$ cat src/sv/immb_pkg.sv
// Package: shared types and constants for the min/max to byte normalizer.
`timescale 1ns / 1ps

package immb_pkg;

    localparam int SAMPLE_BITS_DEFAULT = 16;
    localparam int QUOT_BITS           = 8;
    localparam int CNT_BITS            = $clog2(QUOT_BITS);

    typedef enum logic [1:0] {
        CMD_CLEAR   = 2'd0,
        CMD_SCAN    = 2'd1,
        CMD_CONVERT = 2'd2
    } cmd_t;

    typedef enum logic [2:0] {
        ST_IDLE,
        ST_LOAD,
        ST_PREP,
        ST_DIV,
        ST_FINISH
    } state_t;

    typedef struct packed {
        logic busy;
        logic done;
    } div_status_t;

endpackage

$ cat src/sv/immb_div.sv
// Restoring divider, one quotient bit per cycle, for the byte rescale.
`timescale 1ns / 1ps

module immb_div #(
    parameter int SAMPLE_BITS = immb_pkg::SAMPLE_BITS_DEFAULT
) (
    input  logic                                       clk,
    input  logic                                       rst_n,
    input  logic                                       start,
    input  logic [SAMPLE_BITS+immb_pkg::QUOT_BITS:0]   num,
    input  logic [SAMPLE_BITS:0]                       den,
    output immb_pkg::div_status_t                      status,
    output logic [immb_pkg::QUOT_BITS-1:0]             quotient
);
    import immb_pkg::*;

    localparam int NUM_BITS = SAMPLE_BITS + QUOT_BITS + 1;
    localparam logic [CNT_BITS-1:0] LAST_STEP = CNT_BITS'(QUOT_BITS - 1);

    logic [NUM_BITS-1:0]  rem_reg, rem_next;
    logic [NUM_BITS-1:0]  dsh_reg, dsh_next;
    logic [QUOT_BITS-1:0] q_reg, q_next;
    logic [CNT_BITS-1:0]  cnt_reg, cnt_next;
    logic                 busy_reg, busy_next;
    logic                 done_reg, done_next;
    logic                 fits;

    // divisor starts aligned to the top quotient bit
    assign fits = (rem_reg >= dsh_reg);

    always_comb
    begin
        rem_next  = rem_reg;
        dsh_next  = dsh_reg;
        q_next    = q_reg;
        cnt_next  = cnt_reg;
        busy_next = busy_reg;
        done_next = 1'b0;
        if (start)
        begin
            rem_next  = num;
            dsh_next  = NUM_BITS'({den, {(QUOT_BITS-1){1'b0}}});
            q_next    = '0;
            cnt_next  = '0;
            busy_next = 1'b1;
        end
        else if (busy_reg)
        begin
            if (fits)
            begin
                rem_next = rem_reg - dsh_reg;
            end
            q_next   = {q_reg[QUOT_BITS-2:0], fits};
            dsh_next = dsh_reg >> 1;
            cnt_next = cnt_reg + 1'b1;
            if (cnt_reg == LAST_STEP)
            begin
                busy_next = 1'b0;
                done_next = 1'b1;
            end
        end
    end

    always_ff @(posedge clk or negedge rst_n)
    begin
        if (!rst_n)
        begin
            busy_reg <= 1'b0;
            done_reg <= 1'b0;
            cnt_reg  <= '0;
        end
        else
        begin
            busy_reg <= busy_next;
            done_reg <= done_next;
            cnt_reg  <= cnt_next;
        end
    end

    always_ff @(posedge clk)
    begin
        rem_reg <= rem_next;
        dsh_reg <= dsh_next;
        q_reg   <= q_next;
    end

    assign status.busy = busy_reg;
    assign status.done = done_reg;
    assign quotient    = q_reg;

endmodule

$ cat src/sv/intensity_min_max_to_byte_core.sv
// Top level: running min/max tracker and byte rescaler for signed samples.
`timescale 1ns / 1ps
//
//  channel   direction  handshake                    payload
//  -------   ---------  ---------------------------  ---------------------------
//  item      in         item_valid / item_stall      command, sample
//  result    out        result_valid / result_stall  normalized_byte
//
//  Clear and scan words are taken without a stall and produce no result.
//  A convert word holds item_stall through ST_LOAD (range and offset), ST_PREP
//  (numerator and divisor), ST_DIV (bit-serial quotient loop in immb_div plus
//  its done flag) and ST_FINISH (hand off). Saturated offsets skip the divider.
//  rst_n is asynchronous; it sets min to the most positive and max to the most
//  negative value. A waiting result does not block clear or scan words; a
//  finished convert waits only for the result slot.

module intensity_min_max_to_byte_core #(
    parameter int SAMPLE_BITS = immb_pkg::SAMPLE_BITS_DEFAULT
) (
    input  logic                             clk,
    input  logic                             rst_n,
    input  logic                             item_valid,
    output logic                             item_stall,
    input  logic [1:0]                       command,
    input  logic signed [SAMPLE_BITS-1:0]    sample,
    output logic                             result_valid,
    input  logic                             result_stall,
    output logic [immb_pkg::QUOT_BITS-1:0]   normalized_byte
);
    import immb_pkg::*;

    localparam int NUM_BITS = SAMPLE_BITS + QUOT_BITS + 1;
    localparam int W1       = SAMPLE_BITS + 1;

    localparam logic signed [SAMPLE_BITS-1:0] MOST_POS =
        {1'b0, {(SAMPLE_BITS-1){1'b1}}};
    localparam logic signed [SAMPLE_BITS-1:0] MOST_NEG =
        {1'b1, {(SAMPLE_BITS-1){1'b0}}};
    localparam logic [QUOT_BITS-1:0] BYTE_FULL = '1;

    state_t state_reg, state_next;

    logic signed [SAMPLE_BITS-1:0] min_reg, min_next;
    logic signed [SAMPLE_BITS-1:0] max_reg, max_next;
    logic signed [SAMPLE_BITS-1:0] sample_reg, sample_next;
    logic [SAMPLE_BITS-1:0]        range_reg, range_next;
    logic [SAMPLE_BITS-1:0]        off_reg, off_next;
    logic [QUOT_BITS-1:0]          byte_reg, byte_next;
    logic [QUOT_BITS-1:0]          out_byte_reg, out_byte_next;
    logic                          out_valid_reg, out_valid_next;

    logic                          accept;
    logic                          slot_free;
    logic signed [W1-1:0]          range_full;
    logic signed [W1-1:0]          off_full;
    logic [SAMPLE_BITS-1:0]        range_clamp;
    logic                          sat_zero;
    logic                          sat_full;
    logic [NUM_BITS-1:0]           off_ext;
    logic [NUM_BITS-1:0]           div_num;
    logic [W1-1:0]                 div_den;
    logic                          div_start;
    div_status_t                   div_status;
    logic [QUOT_BITS-1:0]          div_quot;

    assign accept    = item_valid && !item_stall;
    assign slot_free = !out_valid_reg || !result_stall;

    // range and offset carry one extra bit so the differences never wrap
    assign range_full = {max_reg[SAMPLE_BITS-1], max_reg} - {min_reg[SAMPLE_BITS-1], min_reg};
    assign off_full   = {sample_reg[SAMPLE_BITS-1], sample_reg}
                      - {min_reg[SAMPLE_BITS-1], min_reg};
    assign range_clamp = (range_full < W1'(1)) ? SAMPLE_BITS'(1)
                                               : range_full[SAMPLE_BITS-1:0];
    assign sat_zero = (off_full <= W1'(0));
    assign sat_full = (off_full >= $signed({1'b0, range_clamp}));

    // numerator off*510 + range, 510 = 2*(2^QUOT_BITS - 1); divisor 2*range
    assign off_ext = NUM_BITS'(off_reg);
    assign div_num = (off_ext << (QUOT_BITS + 1)) - (off_ext << 1) + NUM_BITS'(range_reg);
    assign div_den = {range_reg, 1'b0};

    immb_div #(
        .SAMPLE_BITS(SAMPLE_BITS)
    ) u_div (
        .clk      (clk),
        .rst_n    (rst_n),
        .start    (div_start),
        .num      (div_num),
        .den      (div_den),
        .status   (div_status),
        .quotient (div_quot)
    );

    // next state
    always_comb
    begin
        state_next = state_reg;
        case (state_reg)
            ST_IDLE:
            begin
                if (accept && command == CMD_CONVERT)
                begin
                    state_next = ST_LOAD;
                end
            end
            ST_LOAD:
            begin
                state_next = (sat_zero || sat_full) ? ST_FINISH : ST_PREP;
            end
            ST_PREP:
            begin
                state_next = ST_DIV;
            end
            ST_DIV:
            begin
                if (div_status.done)
                begin
                    state_next = ST_FINISH;
                end
            end
            ST_FINISH:
            begin
                if (slot_free)
                begin
                    state_next = ST_IDLE;
                end
            end
            default:
            begin
                state_next = ST_IDLE;
            end
        endcase
    end

    // outputs and datapath updates
    always_comb
    begin
        item_stall     = 1'b1;
        div_start      = 1'b0;
        min_next       = min_reg;
        max_next       = max_reg;
        sample_next    = sample_reg;
        range_next     = range_reg;
        off_next       = off_reg;
        byte_next      = byte_reg;
        out_byte_next  = out_byte_reg;
        out_valid_next = out_valid_reg && result_stall;
        case (state_reg)
            ST_IDLE:
            begin
                item_stall = 1'b0;
                if (accept)
                begin
                    case (command)
                        CMD_CLEAR:
                        begin
                            min_next = MOST_POS;
                            max_next = MOST_NEG;
                        end
                        CMD_SCAN:
                        begin
                            if (sample < min_reg)
                            begin
                                min_next = sample;
                            end
                            if (sample > max_reg)
                            begin
                                max_next = sample;
                            end
                        end
                        CMD_CONVERT:
                        begin
                            sample_next = sample;
                        end
                        default:
                        begin
                            min_next = min_reg;
                        end
                    endcase
                end
            end
            ST_LOAD:
            begin
                range_next = range_clamp;
                off_next   = off_full[SAMPLE_BITS-1:0];
                byte_next  = sat_zero ? '0 : BYTE_FULL;
            end
            ST_PREP:
            begin
                div_start = 1'b1;
            end
            ST_DIV:
            begin
                if (div_status.done)
                begin
                    byte_next = div_quot;
                end
            end
            ST_FINISH:
            begin
                if (slot_free)
                begin
                    out_byte_next  = byte_reg;
                    out_valid_next = 1'b1;
                end
            end
            default:
            begin
                item_stall = 1'b1;
            end
        endcase
    end

    always_ff @(posedge clk or negedge rst_n)
    begin
        if (!rst_n)
        begin
            state_reg     <= ST_IDLE;
            min_reg       <= MOST_POS;
            max_reg       <= MOST_NEG;
            out_valid_reg <= 1'b0;
        end
        else
        begin
            state_reg     <= state_next;
            min_reg       <= min_next;
            max_reg       <= max_next;
            out_valid_reg <= out_valid_next;
        end
    end

    always_ff @(posedge clk)
    begin
        sample_reg   <= sample_next;
        range_reg    <= range_next;
        off_reg      <= off_next;
        byte_reg     <= byte_next;
        out_byte_reg <= out_byte_next;
    end

    assign result_valid    = out_valid_reg;
    assign normalized_byte = out_byte_reg;

`ifndef SYNTHESIS
    // a convert word always holds off the next word
    a_convert_stalls: assert property (@(posedge clk) disable iff (!rst_n)
        (accept && command == CMD_CONVERT) |=> item_stall)
        else $error("convert accepted without stalling the next word");

    // after a scan the span is never empty
    a_scan_span: assert property (@(posedge clk) disable iff (!rst_n)
        (accept && command == CMD_SCAN) |=> (min_reg <= max_reg))
        else $error("min above max after scan");

    // a new result only comes out of the hand-off state
    a_result_source: assert property (@(posedge clk) disable iff (!rst_n)
        (!$past(out_valid_reg) && out_valid_reg) |-> $past(state_reg == ST_FINISH))
        else $error("result appeared outside hand-off");

    // divider completion only while the sequencer waits for it
    a_div_done_state: assert property (@(posedge clk) disable iff (!rst_n)
        div_status.done |-> (state_reg == ST_DIV))
        else $error("divider done outside divide state");

    // divider is not restarted while busy
    a_div_no_restart: assert property (@(posedge clk) disable iff (!rst_n)
        div_start |-> !div_status.busy)
        else $error("divider restarted while busy");
`endif

endmodule

$ cat config.mk
export PLATFORM = sky130hd
export DESIGN_NAME = intensity_min_max_to_byte_core
export DESIGN_NICKNAME = d
export VERILOG_FILES = /design/src/sv/immb_pkg.sv /design/src/sv/immb_div.sv /design/src/sv/intensity_min_max_to_byte_core.sv
export SDC_FILE = /design/constraint.sdc
export NUM_CORES = 1
export LEC_CHECK = 0
export BUFFER_PORTS_ARGS = -buffer_cell sky130_fd_sc_hd__buf_2
export CAP_MARGIN = 10
export CORE_MARGIN = 5
export CORE_UTILIZATION = 25
export DETAILED_ROUTE_END_ITERATION = 10
export PLACE_DENSITY = 0.45
export SLEW_MARGIN = 40
export SYNTH_ARGS = -nofsm -noshare
export SYNTH_HDL_FRONTEND = slang
export SYNTH_HIERARCHICAL = 1
export SYNTH_SLANG_ARGS = --single-unit
$ cat constraint.sdc
create_clock -name clk -period 5.6 [get_ports clk]
set_input_delay 0.56 -clock clk [delete_from_list [all_inputs] [get_ports clk]]
set_output_delay 0.56 -clock clk [all_outputs]
set_load 0.01 [all_outputs]
# Word level (Yosys, flattened, before mapping)
# Cells that the tools add are included.
dict set report op_classes {
  reduce_logical 20
  mux 30
  n_eq_ne 12
  order_cmp 6
  addsub 6
}
# op n
set ops {}
lappend ops {{25-bit 2-to-1 mux} 3}
lappend ops {{16-bit one-hot mux with 2 select lines} 2}
lappend ops {{16-bit 2-to-1 mux} 3}
lappend ops {{24-bit 2-to-1 mux} 2}
lappend ops {{16-bit by 16-bit subtractor with 17-bit output} 2}
lappend ops {{25-bit by 16-bit adder with 25-bit output} 1}
lappend ops {{25-bit by 24-bit >= comparator with 1-bit output} 1}
lappend ops {{25-bit by 17-bit subtractor with 25-bit output} 1}
lappend ops {{25-bit by 24-bit subtractor with 25-bit output} 1}
lappend ops {{3-bit 2-to-1 mux} 6}
lappend ops {{17-bit >= comparator} 1}
lappend ops {{17-bit by 1-bit <= comparator with 1-bit output (second input constant)} 1}
lappend ops {{17-bit by 2-bit < comparator with 1-bit output (second input constant)} 1}
lappend ops {{16-bit > comparator} 1}
lappend ops {{16-bit < comparator} 1}
lappend ops {{8-bit 2-to-1 mux} 2}
lappend ops {{8-bit one-hot mux with 2 select lines} 1}
lappend ops {{3-bit one-hot mux with 5 select lines} 1}
lappend ops {{1-bit 2-to-1 mux} 10}
lappend ops {{4-bit AND reduction} 2}
lappend ops {{2-bit nonzero test} 4}
lappend ops {{3-bit by 2-bit equality test with 1-bit output (second input constant)} 2}
lappend ops {{3-bit equality test (second input constant)} 2}
lappend ops {{2-bit != test (second input constant)} 3}
lappend ops {{12 further kinds} 20}
dict set report totals {
  out_inout_bits 10
  word_cells 90
  ff_bits 162
  inputBits 22
}

# Depth between registers and ports, before layout
# Gate-level depths: netlist of the first run.
dict set report logic_depth {
  ltp_word 7
  depth_mapped 23
  ltp_nobuf 22
}

# By module
# Netlist of the first run, hierarchy kept.
# mod seq_area_each_um2 area_each_um2 instances cells_each
set by_module_without_submodules {}
lappend by_module_without_submodules {intensity_min_max_to_byte_core 2842.7 7811.2 1 787}
lappend by_module_without_submodules {immb_div 1686.6 4050.1 1 435}

# Worst setup path after synthesis of the first run
# Ideal clock, no wire load.
dict set report synth_path {
  path_kind {reg-to-reg}
  from {reg min_reg[3]}
  to {reg state_reg[2]}
  synth_period_minus_slack_ns 4.063
  setup_time_ns 0.119
  path_stages_with_launch 21
  n_path_buf 0
  t_arrival_ns 3.944
  required_time_ns 5.481
  path_slack_ns 1.537
  cell_sequence {dfstp_2 inv_1 ha_1 or4_1 o22ai_2 nor3_1 nor4_2 o21bai_1 a21oi_1 xnor2_1 o311ai_1 ha_1 nor2b_1 o21a_1 o21a_1 o21bai_1 a31oi_1 o31a_1 o32ai_1 o2111ai_1 o21a_1}
}
dict set report synth_via {
  elab_chain_len 7
  elab_cells_between_ends 9
  cone_classes {2 x add/sub; 3 x order compare; 3 x mux; 1 x reduce/logical}
}
# item line_no
set synth_lines {}
lappend synth_lines {{from (decl)} intensity_min_max_to_byte_core.sv:43} ;# logic signed [SAMPLE_BITS-1:0] min_reg, min_next;
lappend synth_lines {{from (signal assigned)} intensity_min_max_to_byte_core.sv:227} ;# min_reg <= min_next;
lappend synth_lines {{16-bit by 16-bit subtractor with 17-bit output} intensity_min_max_to_byte_core.sv:70} ;# assign range_full = {max_reg[SAMPLE_BITS-1], max_reg} - {min_reg[SAMPLE_BITS-1], min_reg};
lappend synth_lines {{17-bit by 2-bit < comparator with 1-bit output} intensity_min_max_to_byte_core.sv:73} ;# assign range_clamp = (range_full < W1'(1)) ? SAMPLE_BITS'(1)
lappend synth_lines {{16-bit 2-to-1 mux} intensity_min_max_to_byte_core.sv:73}
lappend synth_lines {{net range_clamp[0]} intensity_min_max_to_byte_core.sv:56} ;# logic [SAMPLE_BITS-1:0] range_clamp;
lappend synth_lines {{17-bit >= comparator} intensity_min_max_to_byte_core.sv:76} ;# assign sat_full = (off_full >= $signed({1'b0, range_clamp}));
lappend synth_lines {{1-bit logical OR} intensity_min_max_to_byte_core.sv:109} ;# state_next = (sat_zero || sat_full) ? ST_FINISH : ST_PREP;
lappend synth_lines {{3-bit 2-to-1 mux} intensity_min_max_to_byte_core.sv:109}
lappend synth_lines {{3-bit one-hot mux with 5 select lines} intensity_min_max_to_byte_core.sv:99} ;# case (state_reg)
lappend synth_lines {{to (signal assigned)} intensity_min_max_to_byte_core.sv:226} ;# state_reg <= state_next;
lappend synth_lines {{to (decl)} intensity_min_max_to_byte_core.sv:41} ;# state_t state_reg, state_next;
# The timed path passes the listed nets, and every way through them passes these cells.
# A chain may end at the register's enable or synchronous reset.

# Worst setup path in the final report of the first run
# Same ends and word-level chain as after synthesis.

==> impl_metrics.toml, run 1 <==
[run_status]
status = "finished clean"

[floorplan]
core_area_um2 = 46800
initial_core_util = 0.254
rows = 79
die_w_um = 228
dieArea_um2 = 51900
ioPinCount = 32
chipHeight_um = 228

[final_layout]
antenna_cells = 0
nNetsFinal = 1410
fillers = 4940
seq_area_um2 = 4530
area_delta_synth_final_pct = 12.1
layout_common_cells = "136 x ha_1, 117 x inv_1, 106 x edfxtp_1, 89 x nand2_1, 75 x nor2_1"
final_layout_size_suffix_gt1_frac = 0.0917
largest_reg_flops = 25
multi_input_comb_area_um2 = 6760
final_common_cell = "ha_1"
fin_cells = 1861

[synth]
postSynthCellCount = 1221
synth_area_um2 = 11900
yosys_warnings = 6
synth_area_per_cell_um2 = 9.71
syn_nets = 1390

[routing]
routed_wl_mm = 30.8
drtAntennaViolNets = 0
drc = 0
routedWlPerCell_um = 16.6
dr.pass1.iters = 5
routed_via_density = 4.79
drtIter0Drc = 454
vias = 8923

[clock_tree]
cts.sinks = 162
root_buffer = "clkbuf_16"
clkTransAtPathRegs_ns = 0.07
cts_buffers = 17
clk_path_buf_depth = 2
cts_tree = "yes"
hold_buffers = 0
cts_setup_buffers = 0
htree_levels = 4
ctsResizeCount = 0
clk_latency_ns = 0.44

[sta]
period_share = 0.850
rsz0062_at_grt = "false"
period_minus_slack_ns = 4.76
setup_viol = 0
tns_ns = 0
hold_viol_final = 0
fmax_mhz = 210
slew_headroom = 0.466
slew_viol_final = 0
fin_worst_skew_ns = 0.00945
tightest_slew_ns = 0.798

[grt]
grt_pass1_wl_mm = 49.9
grt_start_max_net_pins = 83
grt_pass1_vias = 9084
grt_use_total = 0.117
grt-ovfl-total = 0
antenna_found_initial = 0

[critical_path]
arrival_ns = 5.09
required_ns = 5.92
crit_type = "reg2reg"
worst-path-max-fanout = 5
crit_path_end_kind = "flip-flop"
worstSetupStartpointType = "flip-flop"

[placement]
portBuffers = 31
routabilityCongestion = 0.844
dp_cells = 1829
dpl.hpwl_mm = 24.4

[run]
drv_cap = 0

[min_path]
min_path_type = "in2async"
==> layer usage <==
| metal | track usage | vias up | share of wire |
|---|---|---|---|
| met2 | 0.195 | 86 | 0.47 |
| met3 | 0.0215 | 22 | 0.024 |
| met5 | 0 | - | 0 |
| met4 | 0.0233 | 0 | 0.013 |
| li1 | - | 4541 | - |
| met1 | 0.161 | 4274 | 0.50 |
==> layout make-up <==
cell class | instances | area share
timing repair buffer | 38 | 0.0161
clock buffer | 21 | 0.0363
multi-input combinational | 904 | 0.509
tap | 607 | 0.0572
inverter | 118 | 0.0333
sequential | 162 | 0.341
clock inverter | 11 | 0.00734
==> critical path: stages, from the launching register on <==
cell       delay, ns
dfstp_2         0.53
inv_1           0.07
ha_1            0.24
or4_1           0.55
o22ai_2         0.26
nor3_1          0.14
nor4_2          0.28
o21bai_1        0.12
a21oi_1         0.19
xnor2_1         0.14
o311ai_1        0.50
ha_1            0.23
nor2b_1         0.04
o21a_1          0.16
o21a_1          0.16
o21bai_1        0.12
a31oi_1         0.13
o31a_1          0.31
o32ai_1         0.19
o2111ai_1       0.16
o21a_1          0.13
==> stage by stage <==
step	worst slack (ns)	utilization	cell area, um^2	hold WS (ns)
floorplan	1.54	-	11900	0.264
global placement	1.01	0.271	12700	0.402
detailed placement	0.905	0.272	12700	0.405
CTS	0.896	0.284	13300	0.126
global route	0.593	0.284	13300	0.151
finish	0.838	0.284	13300	0.126
==> path summary, 6_finish.rpt <==
path                        startpoint                  to  slack [ns]  depth (start not counted)
max                         min_reg[3]        state_reg[2]        0.84                         20
min                              rst_n         max_reg[12]        0.13                          1
max reg2reg                 min_reg[3]        state_reg[2]        0.84                         20
min reg2reg                byte_reg[3]  normalized_byte[3]        0.42                          0
max in group asynchronous        rst_n      u_div/busy_reg        5.08                          1
min in group clk             sample[7]       sample_reg[7]        0.37                          1
Power of run 1 is left out: the tool's default activity adds up to more than one toggle a clock period on the data nets, which glitch-free logic cannot reach.
==> run 2, diff against run 1 <==
--- a/config.mk
+++ b/config.mk
@@ -5,6 +5,7 @@
 export SDC_FILE = /design/constraint.sdc
 export NUM_CORES = 1
 export LEC_CHECK = 0
+export ABC_AREA = 1
 export BUFFER_PORTS_ARGS = -buffer_cell sky130_fd_sc_hd__buf_2
 export CAP_MARGIN = 10
 export CORE_MARGIN = 5
==> run 2 against run 1 <==
  * Via count grew 25%
  * Worst hold slack gained 0.078 ns
  * Critical endpoint unchanged
  * Sequential share of layout area shrank 2.9 points
  * Largest cell class unchanged
  * First-iteration DRC count grew 46%
  * Worst setup slack gained 0.75 ns
  * Fmax grew 19%
  * Clock-buffer cell count shrank 2
  * Register-to-register slack gained 0.75 ns
  * Cell count grew 35%
  * Core utilization shrank 0.18 points
  * Area after synthesis grew 9.9%
  * Highest routed layer unchanged
  * Critical path depth grew 6
==> impl_metrics.toml, run 2 <==
[run_status]
status = "finished clean"

[sta]
fin_worst_skew_ns = 0.0112
tns_ns = 0
period_share = 0.716
hold_viol_final = 0
rsz0062_at_grt = "false"
fmax_mhz = 249
slew_headroom = 0.483
slew_viol_final = 0
setup_viol = 0
period_minus_slack_ns = 4.01
tightest_slew_ns = 0.774

[grt]
grt_pass1_wl_mm = 60.4
grt_pass1_vias = 11155
grt_use_total = 0.134
antenna_found_initial = 0
grt_start_max_net_pins = 50
grt-ovfl-total = 0

[synth]
synth_area_per_cell_um2 = 7.27
syn_nets = 1960
synth_area_um2 = 13000
postSynthCellCount = 1791
yosys_warnings = 6

[clock_tree]
cts_setup_buffers = 0
hold_buffers = 0
cts_tree = "yes"
htree_levels = 4
cts.sinks = 162
cts_buffers = 17
ctsResizeCount = 0
clk_path_buf_depth = 2
root_buffer = "clkbuf_16"
clkTransAtPathRegs_ns = 0.07
clk_latency_ns = 0.45

[floorplan]
die_w_um = 238
ioPinCount = 32
chipHeight_um = 238
core_area_um2 = 51500
initial_core_util = 0.253
dieArea_um2 = 56800
rows = 83

[placement]
dpl.hpwl_mm = 31.2
routabilityCongestion = 0.888
portBuffers = 31

[routing]
dr.pass1.iters = 6
routed_wl_mm = 37.9
met3_length_um = 841
drtAntennaViolNets = 0
vias = 11198
wl_met2_mm = 17.7
routed_via_density = 4.45
drtIter0Drc = 663
drc = 0
routedWlPerCell_um = 15.1
routed.top_layer = "met4"
wl_met1_mm = 18.3

[min_path]
min_path_type = "in2async"

[critical_path]
crit_type = "reg2reg"
r2r_cells = 26
worstSetupStartpointType = "flip-flop"
worst-path-max-fanout = 16
arrival_ns = 4.35
crit_path_end_kind = "flip-flop"
required_ns = 5.94

[final_layout]
area_delta_synth_final_pct = 11.7
antenna_cells = 0
final_common_cell = "nand2_1"
largest_reg_flops = 25
final_layout_size_suffix_gt1_frac = 0.0730
layout_common_cells = "572 x nand2_1, 325 x inv_1, 136 x ha_1, 109 x nor2_1, 106 x edfxtp_1"
nNetsFinal = 1991

[run]
drv_cap = 0
[run 2: changes by cell type in the layout (fill, tap and decap cells not counted), sizes merged, moves of 19 or more]
cell    delta
nand2    +500
o21a      -22
inv      +215
o31ai     -19
o21ai     +32
a21o      -26
nand3b    +25
a22o      -20
nand3     +58
xnor2     -26
nor2      +48
mux2i     -20
[run 2: final timing paths]
kind / startpoint / slack, ns / to
max: min_reg[3] / 1.59 / state_reg[2]
min reg2reg: byte_reg[4] / 0.42 / normalized_byte[4]
max in group asynchronous: rst_n / 4.99 / u_div/cnt_reg[1]
min in group clk: result_stall / 0.34 / result_valid
max reg2reg: min_reg[3] / 1.59 / state_reg[2]
min: rst_n / 0.20 / max_reg[11]
[run 2: metal layers]
metal	global-route usage	vias up
met2	0.225	116
met3	0.0232	56
met5	0	-
met4	0.0398	0
met1	0.178	5204
li1	-	5822
[run 2: per-stage QoR]
stage | util | area [um^2] | instances | hold WS (ns) | worst slack, ns
2_1_floorplan | - | 13000 | 1791 | 0.264 | 2.25
3_3_place_gp | 0.271 | 14000 | 2483 | 0.408 | 1.71
3_5_place_dp | 0.271 | 14000 | 2483 | 0.405 | 1.65
4_1_cts | 0.282 | 14500 | 2515 | 0.190 | 1.63
5_1_grt | 0.282 | 14500 | 2515 | 0.228 | 1.19
6_report | 0.282 | 14500 | 2515 | 0.204 | 1.59
[run 2: critical path: stages, from the launching register on]
cell and delay (ns):
dfstp_2 0.53, inv_1 0.07, ha_1 0.37, a21oi_1 0.23
nand2_2 0.11, nand2_1 0.07, nand2_1 0.08, xor2_1 0.33
nand4_1 0.15, nor2_2 0.16, nand4_4 0.25, nand3_1 0.21
ha_1 0.27, nand2_1 0.08, inv_1 0.06, nand2_1 0.06
nand2_1 0.04, nand2_1 0.05, nand4_1 0.09, nand2_1 0.08
nand2_1 0.05, nand2_1 0.05, nand2_1 0.04, a21oi_1 0.22
nand4_1 0.11, nand2_1 0.08, nand2_1 0.05
[run 2: area by class of cell]
type,count,area [um^2]
repair buffers,35,185
well taps,680,851
clock buffers,19,454
clock inverters,13,116
multi-input cells,1274,7160
inverters,332,1250
fillers,5718,37000
flip-flops and latches,162,4530
Power of run 2 is left out for the same reason.
